### src/sof_pkg.sv
`timescale 1ns / 1ps
package sof_pkg;

    localparam int VALUE_DEPTH   = 256;
    localparam int FRAME_DEPTH   = 32;
    localparam int MAX_FRAME_LEN = 32;

    localparam int VA_W = $clog2(VALUE_DEPTH);
    localparam int VC_W = $clog2(VALUE_DEPTH + 1);
    localparam int FA_W = $clog2(FRAME_DEPTH);
    localparam int FC_W = $clog2(FRAME_DEPTH + 1);
    localparam int OL_W = $clog2(MAX_FRAME_LEN + 1);

    typedef enum logic [1:0] {
        OP_APPEND = 2'd0,
        OP_CLOSE  = 2'd1,
        OP_POP    = 2'd2
    } t_op;

    typedef enum logic [1:0] {
        ST_VALUE       = 2'd0,
        ST_EMPTY_FRAME = 2'd1,
        ST_EMPTY_STACK = 2'd2,
        ST_OVERFLOW    = 2'd3
    } t_status;

    typedef enum logic [1:0] {
        S_IDLE,
        S_FRAME,
        S_STREAM
    } t_state;

    typedef struct packed {
        t_op                op;
        logic signed [31:0] value;
    } t_in_item;

    typedef struct packed {
        logic signed [31:0] out_value;
        t_status            status;
        logic               last;
    } t_out_item;

endpackage

### src/sof_ctrl.sv
`timescale 1ns / 1ps
module sof_ctrl
    import sof_pkg::*;
(
    input  logic               i_clk,
    input  logic               i_rst_n,
    input  logic               start,
    output logic               busy,
    input  t_in_item           i_item,
    output t_out_item          o_result,
    output logic               o_strobe,
    // value memory
    output logic               o_v_we,
    output logic [VA_W-1:0]    o_v_waddr,
    output logic [31:0]        o_v_wdata,
    output logic [VA_W-1:0]    o_v_raddr,
    input  logic [31:0]        i_v_rdata,
    // frame start memory
    output logic               o_f_we,
    output logic [FA_W-1:0]    o_f_waddr,
    output logic [VC_W-1:0]    o_f_wdata,
    output logic [FA_W-1:0]    o_f_raddr,
    input  logic [VC_W-1:0]    i_f_rdata
);

    t_state           r_state, n_state;
    logic [VC_W-1:0]  r_vc, n_vc;
    logic [FC_W-1:0]  r_fc, n_fc;
    logic [OL_W-1:0]  r_ol, n_ol;
    logic [VC_W-1:0]  r_rd_idx, n_rd_idx;
    logic [VC_W-1:0]  r_remain, n_remain;
    logic             r_out_valid, n_out_valid;
    t_status          r_out_status, n_out_status;
    logic             r_out_last, n_out_last;

    logic             accept;
    logic [VC_W-1:0]  vc_base;
    logic [VC_W-1:0]  start_c;
    logic [VC_W-1:0]  len;

    assign busy    = (r_state != S_IDLE);
    assign accept  = start && !busy;
    assign vc_base = r_vc - VC_W'(r_ol);
    // clamp the frame start to the held values
    assign start_c = (i_f_rdata > r_vc) ? r_vc : i_f_rdata;
    assign len     = r_vc - start_c;

    always_comb begin
        n_state = r_state;
        unique case (r_state)
            S_IDLE: begin
                if (accept && i_item.op == OP_POP && r_fc != '0) begin
                    n_state = S_FRAME;
                end
            end
            S_FRAME: begin
                if (len <= VC_W'(1)) begin
                    n_state = S_IDLE;
                end else begin
                    n_state = S_STREAM;
                end
            end
            S_STREAM: begin
                if (r_remain == VC_W'(1)) begin
                    n_state = S_IDLE;
                end
            end
            default: n_state = S_IDLE;
        endcase
    end

    always_comb begin
        n_vc         = r_vc;
        n_fc         = r_fc;
        n_ol         = r_ol;
        n_rd_idx     = r_rd_idx;
        n_remain     = r_remain;
        n_out_valid  = 1'b0;
        n_out_status = ST_VALUE;
        n_out_last   = 1'b1;
        o_v_we       = 1'b0;
        o_v_waddr    = r_vc[VA_W-1:0];
        o_v_wdata    = i_item.value;
        o_v_raddr    = r_rd_idx[VA_W-1:0];
        o_f_we       = 1'b0;
        o_f_waddr    = r_fc[FA_W-1:0];
        o_f_wdata    = vc_base;
        o_f_raddr    = FA_W'(r_fc - FC_W'(1));
        unique case (r_state)
            S_IDLE: begin
                if (accept) begin
                    case (i_item.op)
                        OP_APPEND: begin
                            if (r_ol >= OL_W'(MAX_FRAME_LEN) ||
                                r_vc >= VC_W'(VALUE_DEPTH)) begin
                                n_out_valid  = 1'b1;
                                n_out_status = ST_OVERFLOW;
                            end else begin
                                o_v_we = 1'b1;
                                n_vc   = r_vc + VC_W'(1);
                                n_ol   = r_ol + OL_W'(1);
                            end
                        end
                        OP_CLOSE: begin
                            if (r_fc >= FC_W'(FRAME_DEPTH)) begin
                                n_out_valid  = 1'b1;
                                n_out_status = ST_OVERFLOW;
                            end else begin
                                o_f_we = 1'b1;
                                n_fc   = r_fc + FC_W'(1);
                                n_ol   = '0;
                            end
                        end
                        OP_POP: begin
                            // drop the open values, then take the top frame
                            n_vc = vc_base;
                            n_ol = '0;
                            if (r_fc == '0) begin
                                n_out_valid  = 1'b1;
                                n_out_status = ST_EMPTY_STACK;
                            end else begin
                                n_fc = r_fc - FC_W'(1);
                            end
                        end
                        default: ;
                    endcase
                end
            end
            S_FRAME: begin
                n_vc = start_c;
                if (len == '0) begin
                    n_out_valid  = 1'b1;
                    n_out_status = ST_EMPTY_FRAME;
                end else begin
                    o_v_raddr   = start_c[VA_W-1:0];
                    n_rd_idx    = start_c + VC_W'(1);
                    n_remain    = len - VC_W'(1);
                    n_out_valid = 1'b1;
                    n_out_last  = (len == VC_W'(1));
                end
            end
            S_STREAM: begin
                n_rd_idx    = r_rd_idx + VC_W'(1);
                n_remain    = r_remain - VC_W'(1);
                n_out_valid = 1'b1;
                n_out_last  = (r_remain == VC_W'(1));
            end
            default: ;
        endcase
    end

    always_ff @(posedge i_clk) begin
        if (!i_rst_n) begin
            r_state     <= S_IDLE;
            r_vc        <= '0;
            r_fc        <= '0;
            r_ol        <= '0;
            r_out_valid <= 1'b0;
        end else begin
            r_state     <= n_state;
            r_vc        <= n_vc;
            r_fc        <= n_fc;
            r_ol        <= n_ol;
            r_out_valid <= n_out_valid;
        end
    end

    always_ff @(posedge i_clk) begin
        r_rd_idx     <= n_rd_idx;
        r_remain     <= n_remain;
        r_out_status <= n_out_status;
        r_out_last   <= n_out_last;
    end

    // value results take the memory read data, which lands with the strobe
    assign o_strobe           = r_out_valid;
    assign o_result.out_value = (r_out_status == ST_VALUE) ? i_v_rdata : '0;
    assign o_result.status    = r_out_status;
    assign o_result.last      = r_out_last;

endmodule

### config.mk
export PLATFORM = sky130hd
export DESIGN_NAME = sof_ctrl
export DESIGN_NICKNAME = d
export VERILOG_FILES = /design/src/sof_pkg.sv /design/src/sof_ctrl.sv
export SDC_FILE = /design/constraint.sdc
export NUM_CORES = 1
export LEC_CHECK = 0
export ABC_AREA = 1
export BUFFER_PORTS_ARGS = -buffer_cell sky130_fd_sc_hd__buf_4
export CAP_MARGIN = 20
export CORE_ASPECT_RATIO = 1.2
export CORE_MARGIN = 2
export CORE_UTILIZATION = 42
export CTS_CLUSTER_DIAMETER = 150
export DETAILED_ROUTE_END_ITERATION = 10
export PLACE_DENSITY = 0.7
export SETUP_SLACK_MARGIN = 0.1
export SLEW_MARGIN = 25
export SYNTH_ARGS = -nofsm -noshare
export SYNTH_HDL_FRONTEND = slang
export SYNTH_SLANG_ARGS = --single-unit
### constraint.sdc
create_clock -name i_clk -period 8.32 [get_ports i_clk]
set_input_delay 0 -clock i_clk [delete_from_list [all_inputs] [get_ports i_clk]]
set_output_delay 0 -clock i_clk [all_outputs]
set_load 0.05 [all_outputs]
* After elaboration in Yosys (flattened, before gate mapping) *
Index checks and enable logic that the tools add are counted.
W data, S select, Z words.

storage, ports and cells
  register bits after elaboration = 45
  input bits = 78
  output and inout bits = 106
  logic and storage cells = 106

operators by class
  $add $sub $neg = 10
  $lt $le $gt $ge = 5
  equality and inequality tests = 15
  muxes and demuxes = 45
  reduce and logical (&&, ||, !) cells = 22

operator list
  kind                   count
  $pmux W9 S2            4
  $mux W9                5
  $mux W32               1
  $add A9 B1 Y9 const B  3
  $mux W6                4
  $eq A9 B1 Y1 const B   2
  $pmux W6 S3            1
  $sub A9 B1 Y9 const B  2
  $mux W8                2
  $mux W1                14
  $mux W2                7
  $ne A2 B2 Y1 const B   7
  $add A6 B1 Y6 const B  2
  $ge A6 B6 Y1 const B   2
  $pmux W2 S3            2
  $pmux W6 S2            1
  $reduce_and A5 Y1      2
  $ge A9 B9 Y1 const B   1
  $gt A9 B9 Y1           1
  $le A9 B1 Y1 const B   1
  $logic_not A9 Y1       1
  $sub A9 B6 Y9          1
  $sub A9 B9 Y9          1
  $reduce_bool A2 Y1     4
  18 further kinds       26

* Logic depth before layout (Yosys ltp) *
  depth in word-level cells = 7
  gate-level depth with buffers = 29

* Least setup slack after synthesis *
OpenSTA, ideal clock, no wires.

  kind = reg-to-output
  from = register r_vc[6]
  to = output port o_v_raddr[0]
  data arrival time = 4.114 ns
  slack = 4.206 ns
  stages on the path, launching flop included = 25
  path buffers = 2
  cells stage by stage = dfxtp_1 > clkinv_1 > ha_1 > nand2_1 > nand2_1 > a21oi_2 > nand3_4 > nand2_4 > buf_6 > nand2_2 > o21ai_2 > inv_1 > ha_1 > fa_1 > or2_2 > nand2_1 > inv_1 > nand2_2 > nor2_4 > nand2_1 > nor2_2 > nand2_2 > nand2_4 > buf_6 > o21ai_1

between the ends
  cells in the longest elaborated chain, start to end = 6

RTL lines
  what                      RTL line         RTL
  start: declaration        sof_ctrl.sv:27   logic [VC_W-1:0] r_vc, n_vc;
  start signal: assignment  sof_ctrl.sv:161  r_vc <= n_vc;
  $gt A9 B9 Y1              sof_ctrl.sv:45   assign start_c = (i_f_rdata > r_vc) ? r_vc : i_f_rdata;
  $mux W9                   sof_ctrl.sv:45
  $sub A9 B9 Y9             sof_ctrl.sv:46   assign len = r_vc - start_c;
  $logic_not A9 Y1          sof_ctrl.sv:131  if (len == '0) begin
  $mux W8 (*)               sof_ctrl.sv:131
  $mux W8 (*)               sof_ctrl.sv:89   unique case (r_state)
  end: declaration          sof_ctrl.sv:16   output logic [VA_W-1:0] o_v_raddr,

Every way passes the cells marked *; elsewhere a longest branch is shown, timed or not.

* Worst setup path in the final report *
Same ends and word-level chain as after synthesis.

==> flow_summary_export.csv <==
group,metric,value,unit
floorplan,die-height,123,um
detailed_routing,routedWlPerCell,12.9,um
detailed_routing,drt-pass1-iter-count,5,
global_route,grt.overflow.total,0,
sta,final.setup.tns,0,ns
floorplan,fp.dieArea,12700,sq um
sta,maxSlewViolCount,0,
critical_path,setup.worst_path.class,"reg2out",
logic_synthesis,yosysUniqueCellTypes,47,
logic_synthesis,synth-main-ff-cell,"sky130_fd_sc_hd__dfxtp_1",
job,maxCapViolations,0,
cts,cts_sinks,44,
detailed_routing,antenna_left,0,
floorplan,chipWidth,103,um
floorplan,rows,43,
floorplan,core_area,11600,sq um
detailed_routing,via_per_inst,4.95,
cts,clk_pin_slew,0.07,ns
cells_and_area,num-fill-cells,1180,
global_route,grt_start_max_net_pins,33,
sta,fin_crit_sh,55.0,%
floorplan,start_util,42.9,%
critical_path,critPathMaxFanout,16,
cts,hold_buffers_post_cts,0,
cells_and_area,layout.nets,947,
critical_path,worstSetupEndpointType,"output port",
sta,max_slew.worst_pin.slew,0.753,ns
cts,clockRootBuffer,"sky130_fd_sc_hd__clkbuf_16",
cells_and_area,mostFrequentLayoutCell,"sky130_fd_sc_hd__nand2_1",
sta,setup_viol,0,
cells_and_area,area_growth_from_synthesis_to_layout,16.7,%
global_route,global_route_wire_length_before_repair,20.2,mm
sta,finalHoldViolations,0,
cts,post_cts.repair.setup_buffers,0,
cells_and_area,final_cell_mix,"sky130_fd_sc_hd__nand2_1, sky130_fd_sc_hd__inv_1, sky130_fd_sc_hd__buf_4",
logic_synthesis,synthesis.nets,883,
logic_synthesis,post_synth_edffs,17,
critical_path,crit_arrival,4.57,ns
sta,minimum_clock_period_after_layout,4.57,ns
outcome,run_status,"finished, final reports clean",
cts,tritoncts,"yes",
cts,cts_repair_resize_count,0,
placement,place.gp.congestion,0.879,
sta,unrepaired_setup_endpoints_after_global_routing,"false",
cells_and_area,multiInputGateArea,2970,sq um
sta,fin_skew,0.0107,ns
logic_synthesis,synth.avg_cell_area,6.53,sq um
cts,ctsLongestPathBuffers,2,
logic_synthesis,yosysWarningCount,0,
detailed_routing,vias,4861,
logic_synthesis,yosysSeqAreaShare,21.2,%
global_route,grt.total_usage,20.0,%
sta,max_clock_freq,219,MHz
floorplan,top_level_ports,184,
detailed_routing,remaining_drc_errors,0,
placement,hpwl,10.5,mm
logic_synthesis,yosys_register_bits,44,
critical_path,startpoint_types,"flop",
cts,cts_htree_levels,2,
global_route,grt_pass1_vias,4228,
cts,worst_skew_pair.late_latency,0.29,ns
placement,placement.io_buffers,119,
detailed_routing,routed_wl,12.7,mm
hold_path,timing.hold.worst.class,"in2out",
logic_synthesis,syn-instance-count,761,
cells_and_area,fraction_of_layout_cells_with_a_size_suffix_above_1,21.8,%
cells_and_area,antenna_cells_inserted,0,
detailed_routing,drt_iter0_markers,220,
sta,max_transition_margin,49.6,%
logic_synthesis,synth-async-reset-ratio,0,%
critical_path,required,8.32,ns
logic_synthesis,netlist_area,4970,sq um
cells_and_area,layout.area.seq,1050,sq um
cts,cts-buffers-inserted,5,
global_route,antenna_found_initial,0,
## cell families after synthesis
kind of cell             after synthesis  share of synthesized area (%)
AND/OR/NAND/NOR                      341                           32.0
buffers and inverters                200                           18.9
AO/OA/AOI/OAI                        112                           13.0
adder cells (fa/ha/maj)               44                           11.4
flip-flops                            44                           21.2
XOR/XNOR                              19                           3.35
multiplexers                           1                          0.202
## Yosys cell counts (2+ instances only)
| library cell | n | area (sq um) |
|---|---|---|
| sky130_fd_sc_hd__a221oi_1 | 2 | 17.5 |
| sky130_fd_sc_hd__dfxtp_1 | 27 | 541 |
| sky130_fd_sc_hd__xnor2_1 | 5 | 43.8 |
| sky130_fd_sc_hd__nand2_4 | 5 | 56.3 |
| sky130_fd_sc_hd__nor3_1 | 9 | 45.0 |
| sky130_fd_sc_hd__inv_1 | 132 | 495 |
| sky130_fd_sc_hd__o21ai_1 | 6 | 30.0 |
| sky130_fd_sc_hd__o21ai_2 | 5 | 43.8 |
| sky130_fd_sc_hd__nor2_1 | 71 | 267 |
| sky130_fd_sc_hd__or2_2 | 5 | 31.3 |
| sky130_fd_sc_hd__buf_6 | 2 | 22.5 |
| sky130_fd_sc_hd__xor2_1 | 14 | 123 |
| sky130_fd_sc_hd__nand2_1 | 145 | 544 |
| sky130_fd_sc_hd__buf_4 | 46 | 345 |
| sky130_fd_sc_hd__clkbuf_1 | 11 | 41.3 |
| sky130_fd_sc_hd__a21oi_1 | 30 | 150 |
| sky130_fd_sc_hd__nand2_2 | 18 | 113 |
| sky130_fd_sc_hd__o21bai_1 | 2 | 15.0 |
| sky130_fd_sc_hd__clkinv_1 | 2 | 7.51 |
| sky130_fd_sc_hd__o31ai_1 | 2 | 15.0 |
| sky130_fd_sc_hd__buf_2 | 2 | 10.0 |
| sky130_fd_sc_hd__nand3_1 | 57 | 285 |
| sky130_fd_sc_hd__ha_1 | 42 | 526 |
| sky130_fd_sc_hd__edfxtp_1 | 17 | 510 |
| sky130_fd_sc_hd__nand4_1 | 12 | 75.1 |
| sky130_fd_sc_hd__a31oi_1 | 10 | 62.6 |
| sky130_fd_sc_hd__o21ai_0 | 43 | 215 |
| sky130_fd_sc_hd__a21oi_2 | 3 | 26.3 |
| sky130_fd_sc_hd__fa_1 | 2 | 40.0 |
| sky130_fd_sc_hd__a211oi_1 | 2 | 15.0 |
| sky130_fd_sc_hd__nor2_2 | 3 | 18.8 |
| sky130_fd_sc_hd__nor2_4 | 4 | 45.0 |
| sky130_fd_sc_hd__o211ai_1 | 3 | 22.5 |
| sky130_fd_sc_hd__nor4_1 | 2 | 12.5 |
| sky130_fd_sc_hd__nand3_2 | 5 | 50.1 |
| sky130_fd_sc_hd__inv_2 | 4 | 15.0 |
## flip-flops by register name, summed over array words and instances (netlist names)
signal / flops
r_ol: 6
r_out_last: 1
r_state: 2
o_strobe: 1
r_remain: 9
r_rd_idx: 8
r_out_status: 2
r_fc: 6
r_vc: 9
## layout make-up
cell class	count	share of cell area, %
Clock inverter	2	0.216
Inverter	138	8.94
Tap cell	157	3.39
Clock buffer	6	2.59
Timing Repair Buffer	119	15.4
Multi-Input combinational cell	517	51.3
Sequential cell	44	18.1
## metal layers
metal  global-route usage [%]  wire length [um]  vias to the layer above
met5                        0                 0                        -
met4                     6.50               246                        0
met3                     1.98               597                       22
met2                     35.3              6300                      134
met1                     25.3              5580                     2176
li1                         -                 -                     2529
## critical path, stage by stage, from the launching register on
cell                       delay, ns
sky130_fd_sc_hd__dfxtp_1        0.45
sky130_fd_sc_hd__clkinv_1       0.28
sky130_fd_sc_hd__ha_1           0.38
sky130_fd_sc_hd__nand2_1        0.07
sky130_fd_sc_hd__nand2_1        0.07
sky130_fd_sc_hd__a21oi_2        0.19
sky130_fd_sc_hd__nand3_4        0.16
sky130_fd_sc_hd__nand2_4        0.21
sky130_fd_sc_hd__nand2_2        0.07
sky130_fd_sc_hd__o21ai_2        0.08
sky130_fd_sc_hd__inv_1          0.10
sky130_fd_sc_hd__ha_1           0.22
sky130_fd_sc_hd__fa_1           0.40
sky130_fd_sc_hd__inv_1          0.09
sky130_fd_sc_hd__nand3_1        0.09
sky130_fd_sc_hd__nand2_1        0.11
sky130_fd_sc_hd__nand2_1        0.06
sky130_fd_sc_hd__nand2_1        0.11
sky130_fd_sc_hd__nand3_2        0.10
sky130_fd_sc_hd__nor2_4         0.11
sky130_fd_sc_hd__nand2_1        0.08
sky130_fd_sc_hd__nor2_2         0.10
sky130_fd_sc_hd__nand2_2        0.08
sky130_fd_sc_hd__nand2_4        0.19
sky130_fd_sc_hd__nand2_1        0.07
sky130_fd_sc_hd__o21ai_1        0.13
sky130_fd_sc_hd__buf_4          0.24
## final timing paths
check             cells after the start      endpoint  slack [ns]      start
setup reg to reg                     22   r_remain[6]        3.80    r_vc[6]
hold / removal                        0  o_v_wdata[5]     0.00001  i_item[5]
setup / recovery                     26  o_v_raddr[0]        3.75    r_vc[6]
hold reg to reg                       2       r_ol[5]        0.48    r_ol[4]
## stage by stage
| step | hold slack (ns) | area, sq um | worst slack, ns | std cells | utilization (%) |
|---|---|---|---|---|---|
| finish | 0.0000140 | 5800 | 3.75 | 983 | 50.1 |
| global route | 0.0000718 | 5800 | 3.37 | 983 | 50.1 |
| detailed placement | 0.000341 | 5630 | 3.84 | 975 | 48.7 |
| floorplan | 0.167 | 4970 | 4.21 | 761 | - |
| global placement | 0.000341 | 5630 | 3.98 | 975 | 48.7 |
| CTS | 0.000341 | 5800 | 3.76 | 983 | 50.1 |
Power is left out: the tool's default activity adds up to more than one toggle a clock period on the data nets, which glitch-free logic cannot reach.
